File: src/hw/rtl/adi_pkg.sv
// Shared types and constants for the three-axis acceleration double integrator.
`timescale 1ns / 1ps

package adi_pkg;

    localparam int ACCEL_BITS_DEF = 18;
    localparam int ACC_BITS_DEF   = 32;
    localparam int AXES           = 3;
    localparam int OUT_BITS       = 32;
    localparam int RUN_BITS       = 8;
    localparam int THR_BITS       = 8;
    localparam int M_DATA_BITS    = 2 * AXES * OUT_BITS;

    localparam logic [THR_BITS-1:0] STILL_DEFAULT = THR_BITS'(25);
    localparam logic [RUN_BITS-1:0] RUN_MAX       = {RUN_BITS{1'b1}};

    typedef struct packed {
        logic                step;
        logic [THR_BITS-1:0] thr;
    } t_axis_ctl;

endpackage

File: src/hw/rtl/adi_axis.sv
// One axis of the trapezoidal double integrator with its state and zero-run counter.
`timescale 1ns / 1ps

module adi_axis import adi_pkg::*; #(
    parameter int ACCEL_BITS = ACCEL_BITS_DEF,
    parameter int ACC_BITS   = ACC_BITS_DEF
) (
    input  logic                         i_clk,
    input  logic                         i_rst_n,
    input  t_axis_ctl                    i_ctl,
    input  logic signed [ACCEL_BITS-1:0] i_accel,
    output logic signed [OUT_BITS-1:0]   o_vel,
    output logic signed [OUT_BITS-1:0]   o_disp
);

    localparam logic signed [ACC_BITS-1:0] ACC_MAX = {1'b0, {(ACC_BITS-1){1'b1}}};
    localparam logic signed [ACC_BITS-1:0] ACC_MIN = {1'b1, {(ACC_BITS-1){1'b0}}};

    logic signed [ACCEL_BITS-1:0] r_prev;
    logic signed [ACC_BITS-1:0]   r_vel;
    logic signed [ACC_BITS-1:0]   r_disp;
    logic        [RUN_BITS-1:0]   r_run;

    logic signed [ACCEL_BITS:0]   w_asum;
    logic signed [ACCEL_BITS-1:0] w_ahalf;
    logic signed [ACC_BITS:0]     w_vsum;
    logic signed [ACC_BITS-1:0]   w_vnew;
    logic signed [ACC_BITS:0]     w_vpair;
    logic signed [ACC_BITS-1:0]   w_vhalf;
    logic signed [ACC_BITS:0]     w_dsum;
    logic signed [ACC_BITS-1:0]   w_dnew;
    logic signed [63:0]           w_vext;
    logic signed [63:0]           w_dext;
    logic        [RUN_BITS-1:0]   n_run;
    logic signed [ACC_BITS-1:0]   n_vel;

    always_comb begin
        w_asum  = $signed({r_prev[ACCEL_BITS-1], r_prev}) +
                  $signed({i_accel[ACCEL_BITS-1], i_accel});
        w_ahalf = w_asum[ACCEL_BITS:1];
        w_vsum  = $signed({r_vel[ACC_BITS-1], r_vel}) + $signed((ACC_BITS+1)'(w_ahalf));
        if (w_vsum[ACC_BITS] != w_vsum[ACC_BITS-1]) begin
            w_vnew = w_vsum[ACC_BITS] ? ACC_MIN : ACC_MAX;
        end else begin
            w_vnew = w_vsum[ACC_BITS-1:0];
        end
        w_vpair = $signed({r_vel[ACC_BITS-1], r_vel}) + $signed({w_vnew[ACC_BITS-1], w_vnew});
        w_vhalf = w_vpair[ACC_BITS:1];
        w_dsum  = $signed({r_disp[ACC_BITS-1], r_disp}) +
                  $signed({w_vhalf[ACC_BITS-1], w_vhalf});
        if (w_dsum[ACC_BITS] != w_dsum[ACC_BITS-1]) begin
            w_dnew = w_dsum[ACC_BITS] ? ACC_MIN : ACC_MAX;
        end else begin
            w_dnew = w_dsum[ACC_BITS-1:0];
        end
        w_vext = 64'(w_vnew);
        w_dext = 64'(w_dnew);

        if (i_accel != '0) begin
            n_run = '0;
        end else if (r_run != RUN_MAX) begin
            n_run = r_run + RUN_BITS'(1);
        end else begin
            n_run = r_run;
        end
        n_vel = (n_run >= i_ctl.thr) ? '0 : w_vnew;
    end

    assign o_vel  = w_vext[OUT_BITS-1:0];
    assign o_disp = w_dext[OUT_BITS-1:0];

    always_ff @(posedge i_clk) begin
        if (!i_rst_n) begin
            r_prev <= '0;
            r_vel  <= '0;
            r_disp <= '0;
            r_run  <= '0;
        end else if (i_ctl.step) begin
            r_prev <= i_accel;
            r_vel  <= n_vel;
            r_disp <= w_dnew;
            r_run  <= n_run;
        end
    end

endmodule

File: src/hw/rtl/accel_double_integrator_zero_vel.sv
// Top level of the three-axis acceleration double integrator with zero-velocity reset.
// The slave stream carries one three-axis acceleration sample per transfer. Each
// transfer is latched in an input register; from there one pass of add, halve and
// saturate logic per axis yields velocity and displacement, which are captured in
// the output register and presented on the master stream, one result per sample.
// One sample can be accepted every cycle while the receiver does not stall; that
// rate is set by the combinational per-axis integrator, whose state is updated
// when a result moves into the output register. While the receiver stalls, the
// result holds in the output register and one more sample waits in the input
// register; o_s_tready then drops until the result is taken. The still threshold
// is written through the cfg channel, which is always ready and should be written
// only while no sample is in flight. Synchronous reset clears both registers'
// valid flags, all axis state and the zero run counters, and restores the still
// threshold to 25.
`timescale 1ns / 1ps

module accel_double_integrator_zero_vel import adi_pkg::*; #(
    parameter int ACCEL_BITS = ACCEL_BITS_DEF,
    parameter int ACC_BITS   = ACC_BITS_DEF,
    localparam int S_DATA_BITS = ((AXES * ACCEL_BITS + 7) / 8) * 8
) (
    input  logic                   i_clk,
    input  logic                   i_rst_n,
    input  logic                   i_s_tvalid,
    output logic                   o_s_tready,
    // Fields from the lowest bit: accel_x, accel_y, accel_z, zero fill.
    input  logic [S_DATA_BITS-1:0] i_s_tdata,
    output logic                   o_m_tvalid,
    input  logic                   i_m_tready,
    // Fields from the lowest bit: vel_x, vel_y, vel_z, disp_x, disp_y, disp_z.
    output logic [M_DATA_BITS-1:0] o_m_tdata,
    input  logic                   i_cfg_valid,
    output logic                   o_cfg_ready,
    input  logic [THR_BITS-1:0]    i_cfg_data
);

    logic                         r_in_valid;
    logic signed [ACCEL_BITS-1:0] r_accel [AXES];
    logic                         r_out_valid;
    logic signed [OUT_BITS-1:0]   r_vel   [AXES];
    logic signed [OUT_BITS-1:0]   r_disp  [AXES];
    logic        [THR_BITS-1:0]   r_thr;

    logic                         w_advance;
    logic                         w_s_xfer;
    t_axis_ctl                    w_ctl;
    logic signed [OUT_BITS-1:0]   w_vel   [AXES];
    logic signed [OUT_BITS-1:0]   w_disp  [AXES];

    assign w_advance   = r_in_valid && (!r_out_valid || i_m_tready);
    assign o_s_tready  = !r_in_valid || w_advance;
    assign w_s_xfer    = i_s_tvalid && o_s_tready;
    assign o_cfg_ready = 1'b1;
    assign w_ctl.step  = w_advance;
    assign w_ctl.thr   = r_thr;

    always_ff @(posedge i_clk) begin
        if (!i_rst_n) begin
            r_thr <= STILL_DEFAULT;
        end else if (i_cfg_valid) begin
            r_thr <= i_cfg_data;
        end
    end

    always_ff @(posedge i_clk) begin
        if (!i_rst_n) begin
            r_in_valid <= 1'b0;
        end else if (w_s_xfer) begin
            r_in_valid <= 1'b1;
        end else if (w_advance) begin
            r_in_valid <= 1'b0;
        end
    end

    always_ff @(posedge i_clk) begin
        if (w_s_xfer) begin
            for (int k = 0; k < AXES; k++) begin
                r_accel[k] <= i_s_tdata[k*ACCEL_BITS +: ACCEL_BITS];
            end
        end
    end

    genvar g;
    generate
        for (g = 0; g < AXES; g++) begin : g_axis
            adi_axis #(
                .ACCEL_BITS (ACCEL_BITS),
                .ACC_BITS   (ACC_BITS)
            ) u_axis (
                .i_clk   (i_clk),
                .i_rst_n (i_rst_n),
                .i_ctl   (w_ctl),
                .i_accel (r_accel[g]),
                .o_vel   (w_vel[g]),
                .o_disp  (w_disp[g])
            );
        end
    endgenerate

    always_ff @(posedge i_clk) begin
        if (!i_rst_n) begin
            r_out_valid <= 1'b0;
        end else if (w_advance) begin
            r_out_valid <= 1'b1;
        end else if (i_m_tready) begin
            r_out_valid <= 1'b0;
        end
    end

    always_ff @(posedge i_clk) begin
        if (w_advance) begin
            for (int k = 0; k < AXES; k++) begin
                r_vel[k]  <= w_vel[k];
                r_disp[k] <= w_disp[k];
            end
        end
    end

    assign o_m_tvalid = r_out_valid;

    always_comb begin
        for (int k = 0; k < AXES; k++) begin
            o_m_tdata[k*OUT_BITS +: OUT_BITS]          = r_vel[k];
            o_m_tdata[(AXES+k)*OUT_BITS +: OUT_BITS]   = r_disp[k];
        end
    end

    a_in_hold: assert property (@(posedge i_clk) disable iff (!i_rst_n)
        r_in_valid && !w_advance |=> r_in_valid && $stable(r_accel[0])
            && $stable(r_accel[1]) && $stable(r_accel[2]))
        else $error("Waiting sample changed or was dropped.");

    a_advance_valid: assert property (@(posedge i_clk) disable iff (!i_rst_n)
        w_advance |=> o_m_tvalid)
        else $error("Result transfer did not reach the output register.");

    a_empty_ready: assert property (@(posedge i_clk) disable iff (!i_rst_n)
        !r_in_valid |-> o_s_tready)
        else $error("Input register empty but slave side not ready.");

    a_no_overwrite: assert property (@(posedge i_clk) disable iff (!i_rst_n)
        o_m_tvalid && !i_m_tready |-> !w_advance)
        else $error("Stalled result overwritten.");

endmodule
File: config.mk
export PLATFORM = sky130hd
export DESIGN_NAME = accel_double_integrator_zero_vel
export DESIGN_NICKNAME = d
export VERILOG_FILES = /design/src/hw/rtl/adi_pkg.sv /design/src/hw/rtl/adi_axis.sv /design/src/hw/rtl/accel_double_integrator_zero_vel.sv
export SDC_FILE = /design/constraint.sdc
export NUM_CORES = 1
export LEC_CHECK = 0
export ABC_CLOCK_PERIOD_IN_PS = 28800
export BUFFER_PORTS_ARGS = -buffer_cell sky130_fd_sc_hd__buf_2
export CORE_MARGIN = 4
export CORE_UTILIZATION = 50
export CTS_CLUSTER_DIAMETER = 100
export DETAILED_ROUTE_END_ITERATION = 16
export GPL_ROUTABILITY_DRIVEN = 0
export PLACE_DENSITY = 0.7
export SYNTH_ARGS = -nofsm -noshare
export SYNTH_HDL_FRONTEND = slang
export SYNTH_SLANG_ARGS = --single-unit
export TNS_END_PERCENT = 1
File: constraint.sdc
create_clock -name i_clk -period 28.8 [get_ports i_clk]
set_input_delay 2.88 -clock i_clk [delete_from_list [all_inputs] [get_ports i_clk]]
set_output_delay 2.88 -clock i_clk [all_outputs]
set_load 0.05 [all_outputs]
Word level (Yosys, flattened, before mapping):

Memory sizes are Yosys's and may differ from the RTL's.
Cells that the tools add are included.

* flip-flop bits (word level): 280
* memory bits (writable): 246
* bits of input ports: 69
* output and inout bits: 195
* memories: 3

Memories
* r_disp: depth 3, width 32, rd ports 3, clocked after Yosys merged registers in 0, write ports 3, line accel_double_integrator_zero_vel.sv:41 `logic signed [OUT_BITS-1:0] r_disp [AXES];`
* r_vel: depth 3, width 32, rd ports 3, clocked after Yosys merged registers in 0, write ports 3, line accel_double_integrator_zero_vel.sv:40 `logic signed [OUT_BITS-1:0] r_vel [AXES];`
* r_accel: depth 3, width 18, rd ports 3, clocked after Yosys merged registers in 0, write ports 3, line accel_double_integrator_zero_vel.sv:38 `logic signed [ACCEL_BITS-1:0] r_accel [AXES];`

* add/subtract/negate cells: 15
* order comparisons: 3
* equal/unequal tests: 9
* mux-type cells: 29
* reductions and logical operators: 11

Operators with widths (number)
* $mux 32: 15
* $add 32x32->33: 6
* $add 32x18->33: 3
* $add 18x18->19: 3
* $reduce_bool 18->1: 3
* $mux 8: 6
* $add 8x1->8 const B: 3
* $ge 8x8->1: 3
* $ne 8x8->1 const B: 3
* $mux 1: 8
* $ne 1x1->1: 6
* $reduce_bool 2->1: 2
* $logic_and 1x1->1: 2
* $logic_not 1->1: 2
* $logic_or 1x1->1: 2

Logic depth before layout (Yosys ltp):

An unclocked memory read counts as a cell.

* word-level depth: 9
* mapped depth: 55

Hierarchy:

Synthesis repeated with hierarchy kept, for this count alone.

* cells, all modules: 4030
* area, all modules: 36665.2 um^2

By module, submodules not included
* adi_axis at g_axis[2].u_axis: times used 1, cells each 1291, area each 9801.9 um^2, seq. area each 1801.7 um^2
* adi_axis at g_axis[0].u_axis: times used 1, cells each 1248, area each 9601.7 um^2, seq. area each 1801.7 um^2
* adi_axis at g_axis[1].u_axis: times used 1, cells each 1208, area each 9480.3 um^2, seq. area each 1801.7 um^2
* accel_double_integrator_zero_vel: times used 1, cells each 283, area each 7781.2 um^2, seq. area each 7587.3 um^2

Worst setup path before layout:

OpenSTA, ideal clock, no wires.

* kind: register to register
* start point: mem r_accel[0][38] in the netlist's numbering
* end point: reg g_axis[2].u_axis.r_disp[30]
* data arrival time: 11.174 ns
* data required time: 28.646 ns
* slack: 17.472 ns
* cell stages (with the launch flop): 48
* period minus slack after synthesis: 11.328 ns
* path through: edfxtp_1 -> ha_1 -> nor2b_1 -> o21ai_0 -> a21boi_0 -> o21ai_0 -> nand2b_1 -> a21oi_1 -> o21ai_0 -> o41ai_1 -> o2111ai_1 -> o31ai_1 -> ha_1 -> clkbuf_1 -> a21o_1 -> a21oi_1 -> o21ai_0 -> a221oi_1 -> (+12 left out) -> a21boi_1 -> o221a_2 -> a311o_1 -> a31o_2 -> a21oi_2 -> o2111ai_1 -> a21oi_1 -> xnor2_1 -> ha_1 -> a21o_1 -> a21oi_1 -> o21ai_0 -> a22o_1 -> a311oi_2 -> buf_4 -> or2_4 -> o311ai_1 -> a31oi_1

RTL lines
* start: declaration: line accel_double_integrator_zero_vel.sv:38
* end signal: assignment: line adi_axis.sv:81 `r_disp <= w_dnew;`
* end: declaration: line adi_axis.sv:21 `logic signed [ACC_BITS-1:0] r_disp;`

==> metrics.yaml <==
setup_path:
  cp.arrival_ns: 13.72
  critical_path.max_fanout: 21
  endpoint_kind: "register"
  worst_path_max_delay_cell: "nor2_2"
  startpoint_type: "register"
  cp_num_buf_inv: 2
  cpMostUsedCell: "a21oi_1"
  cp.depth: 49
  worst_ep_required_time_ns: 29.35
  r2r_cells: 49
  critPathMaxStageDelay_ns: 0.62
  crit_type: "register to register"
  cp_top_family: "compound AO/OA/AOI/OAI gates"
route:
  dr.pass1.iters: 5
  wirelength_mm: 92.5
  drtIter0Drc: 1963
  wire_per_inst_um: 18.0
  antenna_left: 0
  drcViolationCount: 0
  vias: 29656
  via_per_inst: 5.76
die:
  dieArea_um2: 75800
  core_area_um2: 70400
  start_util_pct: 50.8
  core.rowCount: 97
  io_pins: 264
  die_y_um: 275
  die_x_um: 275
synthesis:
  syn_area_per_cell_um2: 9.05
  synth-seq-cells: 526
  synth-async-reset-ratio_pct: 0
  ys.flop_type: "dfxtp_1"
  syn_nets: 4398
  synth_edf_count: 246
  syn-cell-area_um2: 35700
  yosysUniqueCellTypes: 95
  ys_warn_count: 0
  synth-seq-area-share_pct: 36.4
  synth_cells: 3946
timing:
  period_needed_ns: 13.17
  tns_ns: 0
  tightest_slew_ns: 1.09
  slew_violations: 0
  setup_viol: 0
  fin_skew_ns: 0.0208
  rsz0062_at_grt: "no"
  slew_headroom_pct: 27.1
  fmax_mhz: 75.9
  hold_viol_final: 0
  fin_crit_sh_pct: 45.7
global_routing:
  grt-ovfl-total: 0
  grt_pass1_wl_mm: 145
  grt_antenna_before_repair: 2
  grt_start_max_net_pins: 147
  grt_usage_pct: 23.5
  grt_pass1_vias: 27449
clock_network:
  cts_tree: "built"
  cts_buffer_depth: 3
  postCtsSetupBuffers: 0
  root_buffer: "clkbuf_16"
  cts.clk_slew.worst_paths_ns: 0.06
  cts_resized: 0
  cts-hold-fix-buffers: 0
  cts_buffers: 58
  clock_sinks: 526
  clk_latency_ns: 0.62
  htree_levels: 2
cells_and_area:
  nFillCells: 6308
  drive_gt1_share_pct: 11.1
  nets: 4611
  regArea_um2: 13000
  syn_to_final_growth_pct: 11.9
  multi_input_area_um2: 21700
  antenna_cells: 0
worst_hold_path:
  hp-class: "register to register"
  whs_path_depth: 2
run:
  drv_cap: 0
place:
  hpwl_mm: 68.2
  portBuffers: 260
run_status:
  status: "finished, final reports clean"
-- state kept, by name (all words and copies together), names as in the netlist --
name and flops:
r_in_valid 1, r_disp 96, g_axis.u_axis.r_run 24, g_axis.u_axis.r_vel 96, o_m_tvalid 1, r_vel 96, g_axis.u_axis.r_disp 96, r_thr 8
g_axis.u_axis.r_prev 54, r_accel 54
-- routing by layer --
metal,vias up,GRT usage (%),wire length (um)
met1,13836,32.7,43100
met3,152,3.01,4930
li1,14910,-,-
met4,2,6.71,2650
met5,-,0,13
met2,756,38.6,41800
-- synthesized netlist by cell type (all sizes together), types with 45 or more instances --
master,number,share of area (%)
o21a,48,1.0
nand3,76,1.1
o21ai,228,3.3
edfxtp,246,21
a21oi,386,5.4
inv,131,1.4
dfxtp,280,16
nor2b,49,0.86
nor2,368,3.9
nor3,47,0.66
a21o,237,5.0
nand2,385,4.1
ha,371,13
clkbuf,107,1.1
xor2,84,2.1
xnor2,207,5.1
o21bai,54,1.1
a22oi,45,0.95
-- stage by stage --
step / instances / instance area [um^2] / utilization [%] / hold slack, ns / setup WS (ns)
final: 5148 / 40000 / 56.8 / 0.455 / 15.63
after global routing: 5148 / 40000 / 56.8 / 0.470 / 14.65
after CTS: 5148 / 40000 / 56.8 / 0.459 / 15.65
after detailed placement: 5039 / 37900 / 53.8 / 0.450 / 15.79
after global placement: 5039 / 37900 / 53.8 / 0.441 / 15.89
after floorplan: 3946 / 35700 / - / 0.431 / 17.47
-- logic make-up (layout without fill, tap and decap cells) --
logic type	Yosys count	after routing	share of synthesized area, %
other	1	1	0.0105
AOI/OAI and AO/OA	1295	1295	24.0
and+or+nand+nor	1130	1130	14.3
xor gates and xnor gates	291	291	7.13
DFF	526	526	36.4
buffers and inverters	268	530	3.00
muxes	15	15	0.424
adders and majority gates	420	420	14.7
-- final cells by class --
class	count	area share (%)
multi-input combinational	3152	54.3
sequential	526	32.5
clock buffer	78	4.10
timing repair buffer	290	3.82
tap	940	2.94
inverter	131	1.26
clock inverter	31	1.08
-- worst reg2reg max path: cells and delay by family, from the launching register on --
family	cells	cell delay (ns)
AO/OA/AOI/OAI	34	8.60
XOR/XNOR	3	0.53
adder cells (fa/ha/maj)	5	1.88
buffers and inverters	2	0.59
flip-flops	1	0.44
AND/OR/NAND/NOR	5	1.09
-- worst paths after layout --
kind                                             startpoint                          end  slack (ns)
worst max-delay path                         r_accel[0][37]  g_axis[2].u_axis.r_disp[23]       15.63
worst min-delay path            g_axis[0].u_axis.r_disp[13]  g_axis[0].u_axis.r_disp[13]        0.46
worst max register to register               r_accel[0][37]  g_axis[2].u_axis.r_disp[23]       15.63
worst min register to register  g_axis[0].u_axis.r_disp[13]  g_axis[0].u_axis.r_disp[13]        0.46
-- cell usage in the layout (no fill, tap or decap), types with 48 or more instances in the layout --
| master | n |
|---|---|
| a21o_1 | 237 |
| a21oi_1 | 382 |
| buf_2 | 260 |
| clkbuf_16 | 61 |
| dfxtp_1 | 280 |
| edfxtp_1 | 246 |
| ha_1 | 371 |
| inv_1 | 129 |
| nand2_1 | 382 |
| nand3_1 | 76 |
| nor2_1 | 361 |
| nor2b_1 | 49 |
| o21a_1 | 48 |
| o21ai_0 | 192 |
| o21bai_1 | 54 |
| xnor2_1 | 207 |
| xor2_1 | 84 |
Power is left out: the tool's default activity adds up to more than one toggle a clock period on the data nets, which glitch-free logic cannot reach.
